**src/rtl/frequency_duty_meter_assert.svh**
```systemverilog
// ----------------------------------------------------------------------------
// Assertion macros for the frequency and duty meter
// Shared concurrent assertion shorthands, clocked on clk, disabled in reset.
// ----------------------------------------------------------------------------
`ifndef FREQUENCY_DUTY_METER_ASSERT_SVH
`define FREQUENCY_DUTY_METER_ASSERT_SVH

// Same-cycle implication: cons must hold whenever ante holds.
`define FDM_ASSERT_IMP(lbl, ante, cons) \
  lbl: assert property (@(posedge clk) disable iff (!rst_n) (ante) |-> (cons)) \
    else $error("frequency_duty_meter: assertion failed");

// Next-cycle implication: cons must hold in the cycle after ante.
`define FDM_ASSERT_NEXT(lbl, ante, cons) \
  lbl: assert property (@(posedge clk) disable iff (!rst_n) (ante) |=> (cons)) \
    else $error("frequency_duty_meter: assertion failed");

`endif

```
**src/rtl/fdm_pkg.sv**
```systemverilog
// ----------------------------------------------------------------------------
// fdm_pkg
// Widths, reset values, register indexes and helpers of the meter.
// ----------------------------------------------------------------------------
package fdm_pkg;

  localparam int COUNT_WIDTH = 16;
  localparam int GATE_W      = 10;
  localparam int FREQ_W      = 18;
  localparam int TOTAL_W     = 17;
  localparam int DUTY_W      = 14;
  localparam int THR_W       = 8;
  localparam int CFG_IDX_W   = 3;
  localparam int CFG_DATA_W  = 18;
  localparam int IN_DATA_W   = 8;
  localparam int OUT_DATA_W  = FREQ_W + DUTY_W;
  localparam int NUM_W       = TOTAL_W + DUTY_W;
  localparam int SAT_W       = (COUNT_WIDTH + 2 > FREQ_W) ? COUNT_WIDTH + 2 : FREQ_W;
  localparam int STEP_W      = $clog2(DUTY_W);

  localparam logic [FREQ_W-1:0]  FREQ_MAX    = {FREQ_W{1'b1}};
  localparam logic [TOTAL_W-1:0] TOTAL_MAX   = {TOTAL_W{1'b1}};
  localparam logic [DUTY_W-1:0]  DUTY_SCALE  = DUTY_W'(10000);

  localparam logic [GATE_W-1:0]  SHORT_GATE_RST = GATE_W'(247);
  localparam logic [GATE_W-1:0]  LONG_GATE_RST  = GATE_W'(985);
  localparam logic [THR_W-1:0]   FAST_HIGH_RST  = THR_W'(50);
  localparam logic [TOTAL_W-1:0] DUTY_MIN_RST   = TOTAL_W'(20000);
  localparam logic [TOTAL_W-1:0] DUTY_MAX_RST   = TOTAL_W'(80000);
  localparam logic [FREQ_W-1:0]  FAST_FREQ_RST  = FREQ_W'(10000);
  localparam logic [FREQ_W-1:0]  LAST_FREQ_RST  = FREQ_W'(121212);

  typedef enum logic [CFG_IDX_W-1:0] {
    REG_MODE       = 3'd0,
    REG_SHORT_GATE = 3'd1,
    REG_LONG_GATE  = 3'd2,
    REG_FAST_HIGH  = 3'd3,
    REG_DUTY_MIN   = 3'd4,
    REG_DUTY_MAX   = 3'd5,
    REG_FAST_FREQ  = 3'd6
  } cfg_reg_t;

  typedef enum logic {
    KIND_FREQ = 1'b0,
    KIND_DUTY = 1'b1
  } result_kind_t;

  // Divider handshake: start with operands, done with quotient held.
  typedef struct packed {
    logic                start;
    logic [TOTAL_W-1:0]  high;
    logic [TOTAL_W-1:0]  total;
  } div_req_t;

  typedef struct packed {
    logic                done;
    logic [DUTY_W-1:0]   quotient;
  } div_rsp_t;

  function automatic logic [FREQ_W-1:0] sat_freq(input logic [SAT_W-1:0] v);
    if (v > SAT_W'(FREQ_MAX)) begin
      return FREQ_MAX;
    end
    return v[FREQ_W-1:0];
  endfunction

endpackage

```
**src/rtl/frequency_duty_meter.sv**
```systemverilog
// ----------------------------------------------------------------------------
// frequency_duty_meter
// Gated frequency counter with a duty-cycle sampler on one digital input.
// ----------------------------------------------------------------------------
// Each input word carries one time step: a millisecond tick, a pulse edge, a
// duty sample strobe and the sampled level. In frequency mode pulses advance a
// wrapping 16-bit counter and ticks a 10-bit gate counter; at the short gate a
// fast count (high byte above fast_high) reports four times the count,
// otherwise the long gate reports the count itself, saturated to 18 bits, and
// both counters restart at once. In duty mode samples are accumulated until
// the window thresholds are met, then 10000*high/total is reported in
// hundredths of percent and the totals clear. A word that closes a duty window
// holds the input while the divider runs (scaling multiply, 14 restoring
// steps, result hand-off) and while the hand-off waits on a full output
// register. The output register lets a word be taken while no result waits
// or the waiting one is being drained. Configuration is to be written by the
// user only while idle; the block does not enforce it. Changing the mode
// clears the totals (entering duty) or the pulse count (entering frequency).
// ----------------------------------------------------------------------------
module frequency_duty_meter
  import fdm_pkg::*;
(
  input  logic                  clk,
  input  logic                  rst_n,
  // input stream
  input  logic                  in_tvalid,
  output logic                  in_tready,
  input  logic [IN_DATA_W-1:0]  in_tdata,   // ms_tick, pulse, sample_strobe, level, zero fill
  // result stream
  output logic                  out_tvalid,
  input  logic                  out_tready,
  output logic [OUT_DATA_W-1:0] out_tdata,  // frequency_hz[17:0], duty_hundredths[31:18]
  output logic                  out_tuser,  // result_kind
  // configuration
  input  logic                  cfg_wr_en,
  input  logic [CFG_IDX_W-1:0]  cfg_index,
  input  logic [CFG_DATA_W-1:0] cfg_wdata
);

`include "frequency_duty_meter_assert.svh"

  typedef enum logic {
    S_IDLE,
    S_DIV
  } state_t;

  state_t               state_r, state_nxt;

  // configuration registers
  logic                 mode_r, mode_nxt;
  logic [GATE_W-1:0]    short_gate_r, short_gate_nxt;
  logic [GATE_W-1:0]    long_gate_r, long_gate_nxt;
  logic [THR_W-1:0]     fast_high_r, fast_high_nxt;
  logic [TOTAL_W-1:0]   duty_min_r, duty_min_nxt;
  logic [TOTAL_W-1:0]   duty_max_r, duty_max_nxt;
  logic [FREQ_W-1:0]    fast_freq_r, fast_freq_nxt;

  // measurement state
  logic [GATE_W-1:0]      gate_cnt_r, gate_cnt_nxt;
  logic [COUNT_WIDTH-1:0] pulse_cnt_r, pulse_cnt_nxt;
  logic [FREQ_W-1:0]      last_freq_r, last_freq_nxt;
  logic [TOTAL_W-1:0]     sample_total_r, sample_total_nxt;
  logic [TOTAL_W-1:0]     high_total_r, high_total_nxt;

  // output register
  logic                 out_valid_r, out_valid_nxt;
  logic                 out_kind_r, out_kind_nxt;
  logic [FREQ_W-1:0]    out_freq_r, out_freq_nxt;
  logic [DUTY_W-1:0]    out_duty_r, out_duty_nxt;

  logic                   in_acc;
  logic                   ms_tick, pulse, sample_strobe, level;
  logic                   out_free;
  logic [COUNT_WIDTH-1:0] pulse_inc;
  logic [GATE_W-1:0]      gate_inc;
  logic                   short_hit, long_hit;
  logic [FREQ_W-1:0]      freq_val;
  logic [TOTAL_W-1:0]     total_inc, high_inc;
  logic                   duty_hit;

  div_req_t div_req;
  div_rsp_t div_rsp;

  assign ms_tick       = in_tdata[0];
  assign pulse         = in_tdata[1];
  assign sample_strobe = in_tdata[2];
  assign level         = in_tdata[3];

  // The output register is free when empty or drained this cycle.
  assign out_free  = !out_valid_r || out_tready;
  assign in_tready = (state_r == S_IDLE) && out_free;
  assign in_acc    = in_tvalid && in_tready;

  // Frequency path: count the pulse first so it belongs to a closing window.
  assign pulse_inc = pulse_cnt_r + COUNT_WIDTH'(pulse);
  assign gate_inc  = gate_cnt_r + GATE_W'(1);
  assign short_hit = ms_tick && (gate_inc == short_gate_r) &&
                     ((pulse_inc >> 8) > COUNT_WIDTH'(fast_high_r));
  assign long_hit  = ms_tick && !short_hit && (gate_inc == long_gate_r);
  assign freq_val  = short_hit ? sat_freq(SAT_W'(pulse_inc) << 2)
                               : sat_freq(SAT_W'(pulse_inc));

  // Duty path: saturating totals, window test on the updated total.
  assign total_inc = (sample_strobe && sample_total_r != TOTAL_MAX) ?
                     sample_total_r + TOTAL_W'(1) : sample_total_r;
  assign high_inc  = (sample_strobe && level && high_total_r != TOTAL_MAX) ?
                     high_total_r + TOTAL_W'(1) : high_total_r;
  assign duty_hit  = ((total_inc > duty_min_r) && (last_freq_r > fast_freq_r)) ||
                     (total_inc > duty_max_r);

  always_comb begin
    state_nxt        = state_r;
    mode_nxt         = mode_r;
    short_gate_nxt   = short_gate_r;
    long_gate_nxt    = long_gate_r;
    fast_high_nxt    = fast_high_r;
    duty_min_nxt     = duty_min_r;
    duty_max_nxt     = duty_max_r;
    fast_freq_nxt    = fast_freq_r;
    gate_cnt_nxt     = gate_cnt_r;
    pulse_cnt_nxt    = pulse_cnt_r;
    last_freq_nxt    = last_freq_r;
    sample_total_nxt = sample_total_r;
    high_total_nxt   = high_total_r;
    out_valid_nxt    = out_valid_r && !out_tready;
    out_kind_nxt     = out_kind_r;
    out_freq_nxt     = out_freq_r;
    out_duty_nxt     = out_duty_r;
    div_req.start    = 1'b0;
    div_req.high     = high_inc;
    div_req.total    = total_inc;

    if (cfg_wr_en) begin
      case (cfg_reg_t'(cfg_index))
        REG_MODE: begin
          if (cfg_wdata[0] != mode_r) begin
            if (cfg_wdata[0]) begin
              sample_total_nxt = '0;
              high_total_nxt   = '0;
            end else begin
              pulse_cnt_nxt = '0;
            end
          end
          mode_nxt = cfg_wdata[0];
        end
        REG_SHORT_GATE: short_gate_nxt = cfg_wdata[GATE_W-1:0];
        REG_LONG_GATE:  long_gate_nxt  = cfg_wdata[GATE_W-1:0];
        REG_FAST_HIGH:  fast_high_nxt  = cfg_wdata[THR_W-1:0];
        REG_DUTY_MIN:   duty_min_nxt   = cfg_wdata[TOTAL_W-1:0];
        REG_DUTY_MAX:   duty_max_nxt   = cfg_wdata[TOTAL_W-1:0];
        REG_FAST_FREQ:  fast_freq_nxt  = cfg_wdata[FREQ_W-1:0];
        default: ;
      endcase
    end

    if (in_acc) begin
      if (!mode_r) begin
        pulse_cnt_nxt = pulse_inc;
        if (ms_tick) begin
          gate_cnt_nxt = gate_inc;
        end
        if (short_hit || long_hit) begin
          // close the gate, restart counting at once
          gate_cnt_nxt  = '0;
          pulse_cnt_nxt = '0;
          last_freq_nxt = freq_val;
          out_valid_nxt = 1'b1;
          out_kind_nxt  = KIND_FREQ;
          out_freq_nxt  = freq_val;
          out_duty_nxt  = '0;
        end
      end else begin
        sample_total_nxt = total_inc;
        high_total_nxt   = high_inc;
        if (duty_hit) begin
          // hand the window to the divider and hold the input
          sample_total_nxt = '0;
          high_total_nxt   = '0;
          div_req.start    = 1'b1;
          state_nxt        = S_DIV;
        end
      end
    end

    if (state_r == S_DIV && div_rsp.done && out_free) begin
      out_valid_nxt = 1'b1;
      out_kind_nxt  = KIND_DUTY;
      out_freq_nxt  = '0;
      out_duty_nxt  = div_rsp.quotient;
      state_nxt     = S_IDLE;
    end
  end

  always_ff @(posedge clk) begin
    if (!rst_n) begin
      state_r        <= S_IDLE;
      mode_r         <= 1'b0;
      short_gate_r   <= SHORT_GATE_RST;
      long_gate_r    <= LONG_GATE_RST;
      fast_high_r    <= FAST_HIGH_RST;
      duty_min_r     <= DUTY_MIN_RST;
      duty_max_r     <= DUTY_MAX_RST;
      fast_freq_r    <= FAST_FREQ_RST;
      gate_cnt_r     <= '0;
      pulse_cnt_r    <= '0;
      last_freq_r    <= LAST_FREQ_RST;
      sample_total_r <= '0;
      high_total_r   <= '0;
      out_valid_r    <= 1'b0;
    end else begin
      state_r        <= state_nxt;
      mode_r         <= mode_nxt;
      short_gate_r   <= short_gate_nxt;
      long_gate_r    <= long_gate_nxt;
      fast_high_r    <= fast_high_nxt;
      duty_min_r     <= duty_min_nxt;
      duty_max_r     <= duty_max_nxt;
      fast_freq_r    <= fast_freq_nxt;
      gate_cnt_r     <= gate_cnt_nxt;
      pulse_cnt_r    <= pulse_cnt_nxt;
      last_freq_r    <= last_freq_nxt;
      sample_total_r <= sample_total_nxt;
      high_total_r   <= high_total_nxt;
      out_valid_r    <= out_valid_nxt;
    end
    out_kind_r <= out_kind_nxt;
    out_freq_r <= out_freq_nxt;
    out_duty_r <= out_duty_nxt;
  end

  fdm_div u_div (
    .clk   (clk),
    .rst_n (rst_n),
    .req   (div_req),
    .rsp   (div_rsp)
  );

  assign out_tvalid = out_valid_r;
  assign out_tuser  = out_kind_r;
  assign out_tdata  = {out_duty_r, out_freq_r};

  // high samples are a subset of all samples
  `FDM_ASSERT_IMP(a_high_le_total, 1'b1, high_total_r <= sample_total_r)
  // a duty result never exceeds 100.00 percent
  `FDM_ASSERT_IMP(a_duty_range, out_valid_r && out_kind_r == KIND_DUTY,
                  out_duty_r <= DUTY_SCALE)
  // a closing duty window starts the divider and clears the totals
  `FDM_ASSERT_NEXT(a_duty_start, in_acc && mode_r && duty_hit,
                   state_r == S_DIV && sample_total_r == '0 && !div_rsp.done)
  // a frequency result sets the kept frequency and restarts the gate
  `FDM_ASSERT_NEXT(a_freq_close, in_acc && !mode_r && (short_hit || long_hit),
                   out_valid_r && last_freq_r == out_freq_r && gate_cnt_r == '0)

endmodule

```
**src/rtl/fdm_div.sv**
```systemverilog
// ----------------------------------------------------------------------------
// fdm_div
// Duty ratio unit: scales the high count by 10000, then divides by the
// sample total with one restoring step per cycle.
// ----------------------------------------------------------------------------
module fdm_div
  import fdm_pkg::*;
(
  input  logic     clk,
  input  logic     rst_n,
  input  div_req_t req,
  output div_rsp_t rsp
);

  typedef enum logic [1:0] {
    DV_IDLE,
    DV_MUL,
    DV_STEP,
    DV_DONE
  } dv_state_t;

  dv_state_t            state_r, state_nxt;
  logic [TOTAL_W-1:0]   high_r, high_nxt;
  logic [TOTAL_W-1:0]   den_r, den_nxt;
  logic [TOTAL_W-1:0]   rem_r, rem_nxt;
  logic [DUTY_W-1:0]    quo_r, quo_nxt;
  logic [STEP_W-1:0]    step_r, step_nxt;

  logic [NUM_W-1:0]     product;
  logic [TOTAL_W:0]     trial;
  logic                 fits;

  assign product = NUM_W'(high_r) * NUM_W'(DUTY_SCALE);
  assign trial   = {rem_r, quo_r[DUTY_W-1]};
  assign fits    = trial >= {1'b0, den_r};

  always_comb begin
    state_nxt = state_r;
    high_nxt  = high_r;
    den_nxt   = den_r;
    rem_nxt   = rem_r;
    quo_nxt   = quo_r;
    step_nxt  = step_r;
    case (state_r)
      DV_MUL: begin
        // quotient is below 2^DUTY_W, so the upper part is already below den
        rem_nxt   = product[NUM_W-1:DUTY_W];
        quo_nxt   = product[DUTY_W-1:0];
        step_nxt  = '0;
        state_nxt = DV_STEP;
      end
      DV_STEP: begin
        rem_nxt  = fits ? TOTAL_W'(trial - {1'b0, den_r}) : trial[TOTAL_W-1:0];
        quo_nxt  = {quo_r[DUTY_W-2:0], fits};
        step_nxt = step_r + STEP_W'(1);
        if (step_r == STEP_W'(DUTY_W - 1)) begin
          state_nxt = DV_DONE;
        end
      end
      default: ;
    endcase
    if (req.start) begin
      high_nxt  = req.high;
      den_nxt   = req.total;
      state_nxt = DV_MUL;
    end
  end

  always_ff @(posedge clk) begin
    if (!rst_n) begin
      state_r <= DV_IDLE;
    end else begin
      state_r <= state_nxt;
    end
    high_r <= high_nxt;
    den_r  <= den_nxt;
    rem_r  <= rem_nxt;
    quo_r  <= quo_nxt;
    step_r <= step_nxt;
  end

  assign rsp.done     = state_r == DV_DONE;
  assign rsp.quotient = (den_r == '0) ? '0 : quo_r;

endmodule
```
**config.mk**
```make
export PLATFORM = sky130hd
export DESIGN_NAME = frequency_duty_meter
export DESIGN_NICKNAME = d
export VERILOG_FILES = /design/src/rtl/fdm_pkg.sv /design/src/rtl/frequency_duty_meter.sv /design/src/rtl/fdm_div.sv
export VERILOG_INCLUDE_DIRS = /design/src /design/src/rtl
export SDC_FILE = /design/constraint.sdc
export NUM_CORES = 1
export LEC_CHECK = 0
export ABC_AREA = 1
export BUFFER_PORTS_ARGS = -buffer_cell sky130_fd_sc_hd__clkbuf_2
export CAP_MARGIN = 20
export CORE_MARGIN = 3
export CORE_UTILIZATION = 56
export DETAILED_ROUTE_END_ITERATION = 16
export GPL_TIMING_DRIVEN = 0
export PLACE_DENSITY_LB_ADDON = 0.12
export REMOVE_ABC_BUFFERS = 1
export SYNTH_ARGS = -nofsm -noshare
export SYNTH_HDL_FRONTEND = slang
export SYNTH_SLANG_ARGS = --single-unit
```
**constraint.sdc**
```tcl
create_clock -name clk -period 6.8 [get_ports clk]
set_input_delay 0.34 -clock clk [delete_from_list [all_inputs] [get_ports clk]]
set_output_delay 0.34 -clock clk [all_outputs]
set_load 0.005 [all_outputs]
```
==> impl_metrics.prom, run 1 <==
# TYPE chip_impl_metric gauge
chip_impl_info{name="cts_root_buffer",value="clkbuf_16"} 1
chip_impl_metric{name="comb_power_share",unit="%"} 3.8
chip_impl_metric{name="final_min_period_over_clock_period",unit="%"} 81.0
chip_impl_metric{name="clock_pin_slew_on_the_worst_setup_and_hold_paths",unit="ns"} 0.06
chip_impl_metric{name="pre_cts_ws",unit="ns"} 1.25
chip_impl_metric{name="ys_seq_area_share",unit="%"} 35.7
chip_impl_info{name="synth_top_cell_by_area",value="dfxtp_1"} 1
chip_impl_info{name="biggestRegsByFlops",value="fast_freq_r (18), last_freq_r (18), out_freq_r (18)"} 1
chip_impl_metric{name="leakagePower",unit="nW"} 8.97
chip_impl_metric{name="syn-cell-area",unit="um^2"} 17200
chip_impl_metric{name="pwr-share-seq",unit="%"} 47.1
chip_impl_metric{name="worst-slew-pin-transition",unit="ns"} 1.09
chip_impl_metric{name="sw_frac_of_total",unit="%"} 22.4
chip_impl_metric{name="numCtsBuffers",unit=""} 30
chip_impl_metric{name="timing.critical_path.arrival",unit="ns"} 5.78
chip_impl_metric{name="overflow",unit=""} 0
chip_impl_info{name="unrepaired_setup_endpoints_after_global_routing",value="false"} 1
chip_impl_metric{name="total_negative_setup_slack",unit="ns"} 0
chip_impl_metric{name="post-cts-setup-buffer-count",unit=""} 0
chip_impl_metric{name="via_count_of_the_first_global_routing_pass",unit=""} 14300
chip_impl_metric{name="timing.final.ws_setup",unit="ns"} 1.29
chip_impl_metric{name="maxSlewHeadroom",unit="%"} 27.6
chip_impl_metric{name="period_needed",unit="ns"} 5.51
chip_impl_metric{name="initial_antenna_violation_count",unit=""} 1
chip_impl_metric{name="grt_usage",unit="%"} 25.7
chip_impl_metric{name="drt_wl_total",unit="mm"} 42.9
chip_impl_metric{name="chipWidth",unit="um"} 181
chip_impl_metric{name="gp_congestion",unit=""} 0.906
chip_impl_metric{name="largest_net_degree_at_the_start_of_global_routing",unit=""} 63
chip_impl_info{name="synth.most_common_cell",value="nand2_1"} 1
chip_impl_metric{name="peakVddDrop",unit="uV"} 209
chip_impl_info{name="netlist_top_cells_count",value="nand2_1 (430), inv_1 (375), nand3_1 (216)"} 1
chip_impl_metric{name="final_cell_area",unit="um^2"} 19000
chip_impl_metric{name="number_of_flip_flops_and_latches_in_the_synthesized_netlist",unit=""} 265
chip_impl_info{name="critPathCaptureType",value="flip-flop"} 1
chip_impl_metric{name="dpl.hpwl",unit="mm"} 32.1
chip_impl_info{name="path_class",value="reg2reg"} 1
chip_impl_metric{name="cts_buffer_depth",unit=""} 3
chip_impl_metric{name="cp_required",unit="ns"} 7.07
chip_impl_metric{name="nets",unit=""} 2541
chip_impl_info{name="synth_top_cells_by_area",value="dfxtp_1 (21%), edfxtp_1 (14%), ha_1 (12%), nand2_1 (9.4%), inv_1 (8.2%)"} 1
chip_impl_metric{name="critPathMaxFanout",unit=""} 35
chip_impl_info{name="holdCritPathClass",value="in2reg"} 1
chip_impl_metric{name="ios",unit=""} 69
chip_impl_metric{name="clock-sinks",unit=""} 265
chip_impl_metric{name="synthCells",unit=""} 2272
chip_impl_metric{name="viasPerCell",unit=""} 5.49
chip_impl_info{name="commonest_register_cell_after_synthesis",value="dfxtp_1"} 1
chip_impl_metric{name="numPortBuffers",unit=""} 64
chip_impl_metric{name="synthArstFlopShare",unit="%"} 0
chip_impl_metric{name="die_area",unit="um^2"} 32900
chip_impl_metric{name="timing.clock.skew",unit="ns"} 0.0228
chip_impl_metric{name="vias",unit=""} 14900
chip_impl_metric{name="number_of_iterations_in_the_first_detailed_routing_pass",unit=""} 5
chip_impl_metric{name="net-switching-power",unit="uW"} 783
chip_impl_metric{name="floorplan.initialDensity",unit="%"} 57.5
chip_impl_metric{name="warning_count_from_the_yosys_run",unit=""} 0
chip_impl_metric{name="wire_per_inst",unit="um"} 15.8
chip_impl_metric{name="design.core.area",unit="um^2"} 30000
chip_impl_metric{name="global_route_wire_length_before_repair",unit="mm"} 70.4
chip_impl_metric{name="remaining_drc_errors",unit=""} 0
chip_impl_metric{name="synth.avg_cell_area",unit="um^2"} 7.57
chip_impl_metric{name="post_dp_cell_area",unit="um^2"} 17900
chip_impl_info{name="run_status",value="complete, no violations"} 1
chip_impl_metric{name="timing.final.max_slew_violations",unit=""} 0
chip_impl_info{name="tritoncts",value="built"} 1
chip_impl_metric{name="cts_resized",unit=""} 0
chip_impl_metric{name="diodes",unit=""} 0
chip_impl_metric{name="cts_hold_buf",unit=""} 0
chip_impl_metric{name="max-cap-violations",unit=""} 0
chip_impl_metric{name="synth.distinct_cells",unit=""} 43
chip_impl_metric{name="drt_iter0_markers",unit=""} 919
chip_impl_metric{name="synth_enable_flop_cells",unit=""} 83
chip_impl_metric{name="chipHeight",unit="um"} 181
chip_impl_metric{name="hold_ws",unit="ns"} 0.0496
chip_impl_metric{name="layout-drive-gt1-share",unit="%"} 6.82
chip_impl_metric{name="final_number_of_setup_violating_endpoints",unit=""} 0
chip_impl_metric{name="p_total",unit="mW"} 3.50
chip_impl_metric{name="clkPwrFrac",unit="%"} 49.1
chip_impl_info{name="crit_path_start_kind",value="flip-flop"} 1
chip_impl_metric{name="cell_internal_pwr",unit="mW"} 2.71
chip_impl_metric{name="cts_max_level",unit=""} 1
chip_impl_metric{name="area_delta_synth_final",unit="%"} 10.5
chip_impl_metric{name="hold_viol",unit=""} 0
chip_impl_metric{name="synth_largest_type_area_fraction",unit="%"} 21.2
chip_impl_metric{name="std_cell_rows",unit=""} 63
chip_impl_metric{name="maxClockFrequency",unit="MHz"} 181
chip_impl_metric{name="pwr_dens",unit="nW/um^2"} 184
chip_impl_metric{name="clock_latency_on_the_worst_skew_pair",unit="ns"} 0.58
chip_impl_metric{name="ant_nets",unit=""} 0
per-layer routing:
layer | GRT usage, % | up-vias | part of all wire, %
met5 | 0 | - | 0.030
met4 | 8.01 | 2 | 3.3
met3 | 3.38 | 86 | 4.6
met2 | 45.5 | 371 | 49
met1 | 32.6 | 6963 | 43
li1 | - | 7518 | -
path summary, 6_finish.rpt:
check / slack, ns / cells past startpoint / startpoint / endpoint
worst min register to register: 0.44 / 2 / out_tuser$_SDFFE_PP1P_ / out_tuser$_SDFFE_PP1P_
worst max register to register: 1.29 / 22 / sample_total_r[0]$_SDFF_PN0_ / u_div.high_r[7]$_DFFE_PP_
worst max-delay path: 1.29 / 22 / sample_total_r[0]$_SDFF_PN0_ / u_div.high_r[7]$_DFFE_PP_
worst min-delay path: 0.05 / 3 / cfg_wdata[10] / duty_min_r[10]$_SDFFE_PN1P_
cells in the final DEF (no fill, tap or decap), drive strengths merged, types with 12 or more instances in the layout:
cell    netlist  final
nand2       435    435
inv         379    379
nand3       218    218
a21oi       193    193
dfxtp       182    182
nor2        181    181
ha          162    162
o21ai       117    117
clkbuf       59    101
edfxtp       83     83
xor2         39     39
fa           39     39
nand4        35     35
o211ai       25     25
nor3         23     23
xnor2        15     15
clkinv        1     13
nand3b       12     12
critical path, cell delays in order, from the launching register on:
cell and delay, ns:
dfxtp_1 0.34, ha_1 0.22, nand3_1 0.08, nor3_1 0.05, ha_1 0.19, nor2_2 0.24
inv_1 0.13, nor2_1 0.26, nand4_1 0.23, nor3_1 0.37, nand3_1 0.11, nand2_1 0.10
inv_1 0.09, ha_1 0.31, nand4_1 0.14, nor3_1 0.31, nand2_1 0.09, nand2_1 0.11
nand3_2 0.65, nand2_1 0.23, nand2_1 0.11, inv_1 0.60, buf_16 0.23
final cells by class:
class | instances | area, um^2
fillers | 2711 | 10900
multi-input cells | 1556 | 9360
flip-flops and latches | 265 | 6140
inverters | 380 | 1430
clock buffers | 37 | 807
repair buffers | 73 | 536
well taps | 390 | 488
clock inverters | 19 | 254
power groups by stage:
stage	combinational, mW	sequential [mW]	clock, mW
floorplan	0.0747	1.68	0
global placement	0.125	1.68	0
detailed placement	0.131	1.68	0
CTS	0.132	1.65	1.75
global route	0.149	1.65	1.81
finish	0.132	1.65	1.72
stage by stage:
| stage | utilization, % | cells |
|---|---|---|
| 5_1_grt | 63.5 | 2720 |
| 3_3_place_gp | 59.2 | 2655 |
| 3_5_place_dp | 59.8 | 2663 |
| 4_1_cts | 63.4 | 2719 |
| 6_report | 63.5 | 2720 |
| 2_1_floorplan | - | 2201 |
logic make-up (layout without fill, tap and decap cells):
kind of cell	Yosys count	count (layout)	share of synthesized area (%)
buffers and inverters	451	509	10.0
flip-flops	265	265	35.7
adder cells (fa/ha/maj)	201	201	16.3
AND/OR/NAND/NOR	931	931	23.5
XOR/XNOR	55	55	2.88
AO/OA/AOI/OAI	369	369	11.6
(Power assumes the default switching activity.)
==> run 2, diff against run 1 <==
==> constraint.sdc (replaced) <==
create_clock -name clk -period 4.59 [get_ports clk]
set_input_delay 0.2295 -clock clk [delete_from_list [all_inputs] [get_ports clk]]
set_output_delay 0.2295 -clock clk [all_outputs]
set_load 0.005 [all_outputs]
==> run 2 against run 1 <==
Die area did not move. Via count increased by 2.7%. Core utilization grew 3.1 points. Design area grew 4.8%. Worst setup slack got worse by 1.2 ns. Highest routed layer is now met4. Wire length up 4.3%. Global-route usage rose by 0.54 points. Maximum frequency rose by 23%. Sequential cell count stayed put. Non-clock buffer count up 58. Sequential share of layout area fell by 1.5 points. Largest cell class unchanged. First-iteration DRC count increased by 7.7%.
==> impl_metrics.prom, run 2 (same netlist as run 1, synthesis figures left out) <==
# TYPE chip_impl_metric gauge
chip_impl_info{name="worst_hold_startpoint",value="cfg_wdata[6]"} 1
chip_impl_metric{name="n_fill_cell",unit=""} 2620
chip_impl_metric{name="maxSlewHeadroom",unit="%"} 27.4
chip_impl_metric{name="grt_usage",unit="%"} 26.2
chip_impl_metric{name="finalNonFillerCells",unit=""} 2780
chip_impl_metric{name="std_cell_rows",unit=""} 63
chip_impl_metric{name="critPathMaxFanout",unit=""} 4
chip_impl_info{name="crit_path_start_kind",value="flip-flop"} 1
chip_impl_info{name="r2r_start",value="u_div.high_r[10]$_DFFE_PP_"} 1
chip_impl_metric{name="hold_path_depth",unit=""} 3
chip_impl_metric{name="initial_antenna_violation_count",unit=""} 0
chip_impl_metric{name="via_count_of_the_first_global_routing_pass",unit=""} 14600
chip_impl_metric{name="period_needed",unit="ns"} 4.49
chip_impl_metric{name="cts_buffer_depth",unit=""} 3
chip_impl_metric{name="timing.final.max_slew_violations",unit=""} 0
chip_impl_info{name="layout_common_cells",value="nand2_1 (419), inv_1 (371), nand3_1 (209)"} 1
chip_impl_metric{name="floorplan.initialDensity",unit="%"} 57.5
chip_impl_metric{name="p_total",unit="mW"} 5.20
chip_impl_metric{name="area_delta_synth_final",unit="%"} 15.8
chip_impl_metric{name="remaining_drc_errors",unit=""} 0
chip_impl_metric{name="vias",unit=""} 15300
chip_impl_metric{name="number_of_iterations_in_the_first_detailed_routing_pass",unit=""} 5
chip_impl_metric{name="drt_iter0_markers",unit=""} 990
chip_impl_metric{name="rrSetupSlack",unit="ns"} 0.10
chip_impl_metric{name="peakVddDrop",unit="uV"} 306
chip_impl_info{name="tritoncts",value="built"} 1
chip_impl_metric{name="dpl.hpwl",unit="mm"} 32.1
chip_impl_metric{name="layout-drive-gt1-share",unit="%"} 11.5
chip_impl_metric{name="chipWidth",unit="um"} 181
chip_impl_metric{name="ant_nets",unit=""} 0
chip_impl_info{name="leading_cell_type_in_the_layout_fill_and_taps_excluded",value="nand2_1"} 1
chip_impl_metric{name="final_min_period_over_clock_period",unit="%"} 97.8
chip_impl_metric{name="clock-sinks",unit=""} 265
chip_impl_metric{name="leakagePower",unit="nW"} 9.41
chip_impl_metric{name="ios",unit=""} 69
chip_impl_metric{name="cells_on_worst_reg2reg_path",unit=""} 18
chip_impl_metric{name="placedCellCount",unit=""} 2663
chip_impl_metric{name="cts_max_level",unit=""} 1
chip_impl_metric{name="clock_latency_on_the_worst_skew_pair",unit="ns"} 0.58
chip_impl_info{name="rr_endpoint",value="u_div.rem_r[13]$_DFFE_PP_"} 1
chip_impl_metric{name="global_route_wire_length_before_repair",unit="mm"} 71.9
chip_impl_metric{name="numCtsBuffers",unit=""} 30
chip_impl_info{name="unrepaired_setup_endpoints_after_global_routing",value="true"} 1
chip_impl_metric{name="worst-slew-pin-transition",unit="ns"} 1.09
chip_impl_metric{name="design.core.area",unit="um^2"} 30000
chip_impl_info{name="critPathCaptureType",value="flip-flop"} 1
chip_impl_metric{name="pwr_dens",unit="nW/um^2"} 261
chip_impl_metric{name="chipHeight",unit="um"} 181
chip_impl_info{name="slowest_stage",value="fa_1"} 1
chip_impl_metric{name="diodes",unit=""} 0
chip_impl_metric{name="largest_net_degree_at_the_start_of_global_routing",unit=""} 63
chip_impl_metric{name="timing.critical_path.arrival",unit="ns"} 4.90
chip_impl_metric{name="viasPerCell",unit=""} 5.52
chip_impl_metric{name="final_number_of_setup_violating_endpoints",unit=""} 0
chip_impl_metric{name="max-cap-violations",unit=""} 0
chip_impl_metric{name="clock_pin_slew_on_the_worst_setup_and_hold_paths",unit="ns"} 0.06
chip_impl_info{name="biggestRegsByFlops",value="fast_freq_r (18), last_freq_r (18), out_freq_r (18)"} 1
chip_impl_metric{name="multi_input_comb_area",unit="um^2"} 9800
chip_impl_metric{name="worst_path_largest_cell_delay",unit="ns"} 0.53
chip_impl_info{name="path_class",value="reg2reg"} 1
chip_impl_metric{name="total_negative_setup_slack",unit="ns"} 0
chip_impl_info{name="crit_path_cell_trace",value="buf_4, fa_1, ha_1, inv_1, fa_1, inv_1, ha_1, inv_1, fa_1, inv_1, ha_4, nand2_4, nor4_4, nand4_1, buf_4, nand4_1, nand3_2, o21ai_0"} 1
chip_impl_info{name="min_to",value="long_gate_r[6]$_SDFFE_PN1P_"} 1
chip_impl_metric{name="cp_required",unit="ns"} 5.00
chip_impl_metric{name="drt_wl_total",unit="mm"} 44.7
chip_impl_metric{name="maxClockFrequency",unit="MHz"} 223
chip_impl_info{name="holdCritPathClass",value="in2reg"} 1
chip_impl_metric{name="overflow",unit=""} 0
chip_impl_info{name="cp_common_cell",value="inv_1"} 1
chip_impl_metric{name="hold_viol",unit=""} 0
chip_impl_info{name="cts_root_buffer",value="clkbuf_16"} 1
chip_impl_metric{name="seqCellArea",unit="um^2"} 6140
chip_impl_metric{name="wire_per_inst",unit="um"} 16.1
chip_impl_metric{name="nets",unit=""} 2601
chip_impl_metric{name="die_area",unit="um^2"} 32900
chip_impl_metric{name="timing.clock.skew",unit="ns"} 0.0198
chip_impl_metric{name="numPortBuffers",unit=""} 64
chip_impl_info{name="run_status",value="complete, no violations"} 1
chip_impl_metric{name="gp_congestion",unit=""} 0.906
[run 2: cell types whose count changed in the layout (fill, tap and decap cells not counted), sizes merged]
cell,change
nand3,+2
inv,-1
dlygate4sd3,+10
clkinvlp,+1
buf,+48
[run 2: metrics by stage]
stage,worst slack [ns],util (%),hold slack [ns],cell area (um^2)
floorplan,-0.0725,-,0.314,16900
global placement,-1.67,59.2,0.428,17700
detailed placement,-0.956,59.8,0.431,17900
CTS,0.00379,64.9,0.00268,19400
global route,-0.0439,66.5,0.0342,19900
finish,0.103,66.5,0.0325,19900
[run 2: repair_timing]
action                     4_1_cts  5_1_grt
gates resized for setup         38       67
pin swaps                        5       25
setup buffers                   25       23
hold buffers                    10        0
hold endpoints to repair        14        0
setup endpoints to repair      107       64
cloned                           1        1
[run 2: worst max-delay path, delay by kind of cell, from the launching register on]
kind	cells	cell delay [ns]
flops	1	0.46
fa+ha+maj	6	2.39
simple gates	5	0.80
compound gates	1	0.10
buf+inv	6	0.57
[run 2: layout make-up]
cell class,count,area share [%]
multi-input cells,1558,49.2
flip-flops and latches,265,30.8
inverters,380,7.18
repair buffers,131,5.04
clock buffers,37,4.05
well taps,390,2.45
clock inverters,19,1.27
[run 2: worst max path at each step]
stage               slack (ns)                        end                    startpoint
floorplan                -0.07   u_div.den_r[0]$_DFFE_PP_  sample_total_r[0]$_SDFF_PN0_
global placement         -1.67  u_div.high_r[3]$_DFFE_PP_  sample_total_r[0]$_SDFF_PN0_
detailed placement       -0.96  u_div.high_r[2]$_DFFE_PP_  sample_total_r[0]$_SDFF_PN0_
CTS                      0.004   u_div.rem_r[6]$_DFFE_PP_     u_div.high_r[6]$_DFFE_PP_
global route             -0.04  u_div.rem_r[13]$_DFFE_PP_    u_div.high_r[10]$_DFFE_PP_
finish                    0.10  u_div.rem_r[13]$_DFFE_PP_    u_div.high_r[10]$_DFFE_PP_
[run 2: layer usage]
| layer | GRT usage (%) | wire length [um] | vias up |
|---|---|---|---|
| li1 | - | - | 7644 |
| met1 | 33.3 | 18900 | 7189 |
| met2 | 46.8 | 22200 | 420 |
| met3 | 3.18 | 2140 | 92 |
| met4 | 7.92 | 1450 | 0 |
| met5 | 0 | 0 | - |
[run 2: power breakdown]
group	switching [mW]	internal [mW]	total (mW)
clock	1.02	1.53	2.55
combinational	0.142	0.0641	0.206
sequential	0.0119	2.43	2.44
total	1.17	4.03	5.20
==> run 3, diff against run 2 <==
--- a/config.mk
+++ b/config.mk
@@ -9,8 +9,8 @@
 export ABC_AREA = 1
 export BUFFER_PORTS_ARGS = -buffer_cell sky130_fd_sc_hd__clkbuf_2
 export CAP_MARGIN = 20
-export CORE_MARGIN = 3
-export CORE_UTILIZATION = 56
+export CORE_MARGIN = 1.5
+export CORE_UTILIZATION = 50
 export DETAILED_ROUTE_END_ITERATION = 16
 export GPL_TIMING_DRIVEN = 0
 export PLACE_DENSITY_LB_ADDON = 0.12
==> run 3 against run 2 <==
Worst hold slack got worse by 0.00072 ns. Largest cell class unchanged. Non-clock buffer count is 9 lower. Power decreased by 3.0%. Clock-buffer cell count increased by 12. Global-route usage down 1.5 points. Clock skew down 0.0054 ns. Cell count is 1.7% higher. First-iteration DRC count is 9.6% lower. Sequential share of layout area increased by 0.068 points.
==> impl_metrics.prom, run 3 (same netlist as run 1, synthesis figures left out) <==
# TYPE chip_impl_metric gauge
chip_impl_metric{name="clock_latency_on_the_worst_skew_pair",unit="ns"} 0.59
chip_impl_metric{name="floorplan.initialDensity",unit="%"} 51.1
chip_impl_metric{name="total_negative_setup_slack",unit="ns"} 0
chip_impl_metric{name="cts_max_level",unit=""} 1
chip_impl_metric{name="critPathMaxFanout",unit=""} 4
chip_impl_info{name="grt_busiest_layer",value="met2"} 1
chip_impl_metric{name="final_min_period_over_clock_period",unit="%"} 96.8
chip_impl_info{name="run_status",value="complete, no violations"} 1
chip_impl_metric{name="diodes",unit=""} 0
chip_impl_metric{name="std_cell_rows",unit=""} 67
chip_impl_info{name="crit_path_start_kind",value="flip-flop"} 1
chip_impl_metric{name="peakVddDrop",unit="uV"} 285
chip_impl_metric{name="timing.clock.skew",unit="ns"} 0.0144
chip_impl_info{name="holdCritPathClass",value="in2reg"} 1
chip_impl_metric{name="via_count_of_the_first_global_routing_pass",unit=""} 14300
chip_impl_info{name="tritoncts",value="built"} 1
chip_impl_info{name="layout_common_cells",value="nand2_1 (418), inv_1 (370), nand3_1 (208)"} 1
chip_impl_metric{name="globalRouteMet1Util",unit="%"} 31.0
chip_impl_metric{name="nets",unit=""} 2593
chip_impl_metric{name="clock_pin_slew_on_the_worst_setup_and_hold_paths",unit="ns"} 0.06
chip_impl_metric{name="p_total",unit="mW"} 5.04
chip_impl_metric{name="area_delta_synth_final",unit="%"} 15.5
chip_impl_metric{name="period_needed",unit="ns"} 4.44
chip_impl_metric{name="gp_congestion",unit=""} 0.918
chip_impl_metric{name="overflow",unit=""} 0
chip_impl_metric{name="cp_required",unit="ns"} 4.92
chip_impl_metric{name="layout-drive-gt1-share",unit="%"} 11.0
chip_impl_metric{name="maxSlewHeadroom",unit="%"} 29.0
chip_impl_info{name="critPathCaptureType",value="flip-flop"} 1
chip_impl_info{name="biggestRegsByFlops",value="fast_freq_r (18), last_freq_r (18), out_freq_r (18)"} 1
chip_impl_metric{name="hold_viol",unit=""} 0
chip_impl_metric{name="clock-sinks",unit=""} 265
chip_impl_metric{name="die_area",unit="um^2"} 35500
chip_impl_metric{name="drt_iter0_markers",unit=""} 895
chip_impl_info{name="leading_cell_type_in_the_layout_fill_and_taps_excluded",value="nand2_1"} 1
chip_impl_metric{name="largest_net_degree_at_the_start_of_global_routing",unit=""} 75
chip_impl_metric{name="leakagePower",unit="nW"} 9.32
chip_impl_info{name="path_class",value="reg2reg"} 1
chip_impl_metric{name="numCtsBuffers",unit=""} 31
chip_impl_metric{name="max-cap-violations",unit=""} 0
chip_impl_metric{name="drt_wl_total",unit="mm"} 44.5
chip_impl_metric{name="vias",unit=""} 15100
chip_impl_metric{name="chipWidth",unit="um"} 189
chip_impl_metric{name="cts_buffer_depth",unit=""} 3
chip_impl_info{name="unrepaired_setup_endpoints_after_global_routing",value="true"} 1
chip_impl_metric{name="final_number_of_setup_violating_endpoints",unit=""} 0
chip_impl_metric{name="initial_antenna_violation_count",unit=""} 0
chip_impl_metric{name="timing.final.max_slew_violations",unit=""} 0
chip_impl_metric{name="ant_nets",unit=""} 0
chip_impl_metric{name="global_route_wire_length_before_repair",unit="mm"} 71.5
chip_impl_metric{name="global_route_met2_usage",unit="%"} 44.2
chip_impl_metric{name="remaining_drc_errors",unit=""} 0
chip_impl_metric{name="timing.critical_path.arrival",unit="ns"} 4.77
chip_impl_metric{name="wire_per_inst",unit="um"} 15.7
chip_impl_metric{name="number_of_iterations_in_the_first_detailed_routing_pass",unit=""} 5
chip_impl_metric{name="pwr_dens",unit="nW/um^2"} 254
chip_impl_metric{name="rrSetupSlack",unit="ns"} 0.15
chip_impl_metric{name="grt_met3_usage",unit="%"} 2.68
chip_impl_metric{name="viasPerCell",unit=""} 5.34
chip_impl_metric{name="numPortBuffers",unit=""} 64
chip_impl_metric{name="dpl.hpwl",unit="mm"} 32.7
chip_impl_metric{name="design.core.area",unit="um^2"} 33700
chip_impl_metric{name="ios",unit=""} 69
chip_impl_metric{name="maxClockFrequency",unit="MHz"} 225
chip_impl_metric{name="grt_usage",unit="%"} 24.7
chip_impl_metric{name="chipHeight",unit="um"} 189
chip_impl_metric{name="worst-slew-pin-transition",unit="ns"} 1.06
chip_impl_info{name="cts_root_buffer",value="clkbuf_16"} 1
-- run 3: metal layers --
layer,wire length [um],vias to the layer above
li1,-,7638
met3,1750,75
met4,1420,0
met1,19400,7070
met5,0,-
met2,21900,314
-- run 3: final cells by class --
class	instances	area, um^2
repair buffers	122	928
inverters	380	1430
fillers	3147	13800
multi-input cells	1558	9830
flip-flops and latches	265	6140
well taps	448	561
clock buffers	49	945
clock inverters	5	43.8
-- run 3: critical path, cell delays in order, from the launching register on --
cell and delay [ns]:
edfxtp_1 0.51, buf_6 0.17, fa_1 0.46, ha_1 0.28
inv_1 0.05, fa_1 0.53, inv_1 0.04, ha_1 0.26
inv_1 0.05, fa_1 0.49, inv_1 0.06, ha_4 0.31
inv_4 0.05, o21bai_4 0.15, a31oi_4 0.13, nand3_4 0.14
a21oi_4 0.07, and2_1 0.15, o21ai_2 0.18, o21ai_1 0.10
-- run 3: through the flow --
stage / utilization (%) / setup slack, ns / cell area, um^2 / hold WS, ns / cells
6_report: 59.0 / 0.146 / 19900 / 0.0318 / 2827
4_1_cts: 57.7 / -0.0524 / 19400 / 0.00319 / 2809
2_1_floorplan: - / -0.0725 / 16900 / 0.314 / 2201
3_3_place_gp: 52.8 / -1.78 / 17800 / 0.428 / 2713
3_5_place_dp: 53.4 / -1.07 / 18000 / 0.437 / 2721
5_1_grt: 59.0 / -0.0363 / 19900 / 0.0206 / 2827
-- run 3: power breakdown --
part	total [mW]	leakage, nW	switching, mW	internal (mW)
Combinational	0.206	6.53	0.142	0.0644
Clock	2.40	0.488	0.996	1.40
Sequential	2.44	2.31	0.0120	2.43
Total	5.04	9.32	1.15	3.89
-- run 3: what timing repair did --
| item | CTS | global route |
|---|---|---|
| pin swaps | 6 | 29 |
| gates cloned | 1 | 1 |
| gates resized for setup | 40 | 72 |
| hold endpoints to repair | 16 | 0 |
| setup buffers | 24 | 17 |
| setup endpoints to repair | 134 | 89 |
| hold buffers | 9 | 0 |
-- run 3: path summary, 6_finish.rpt --
check / endpoint / cells after the start / startpoint
min reg2reg: out_tuser$_SDFFE_PP1P_ / 2 / out_tuser$_SDFFE_PP1P_
max: u_div.rem_r[8]$_DFFE_PP_ / 19 / u_div.high_r[5]$_DFFE_PP_
max reg2reg: u_div.rem_r[8]$_DFFE_PP_ / 19 / u_div.high_r[5]$_DFFE_PP_
min: long_gate_r[7]$_SDFFE_PN1P_ / 3 / cfg_wdata[7]
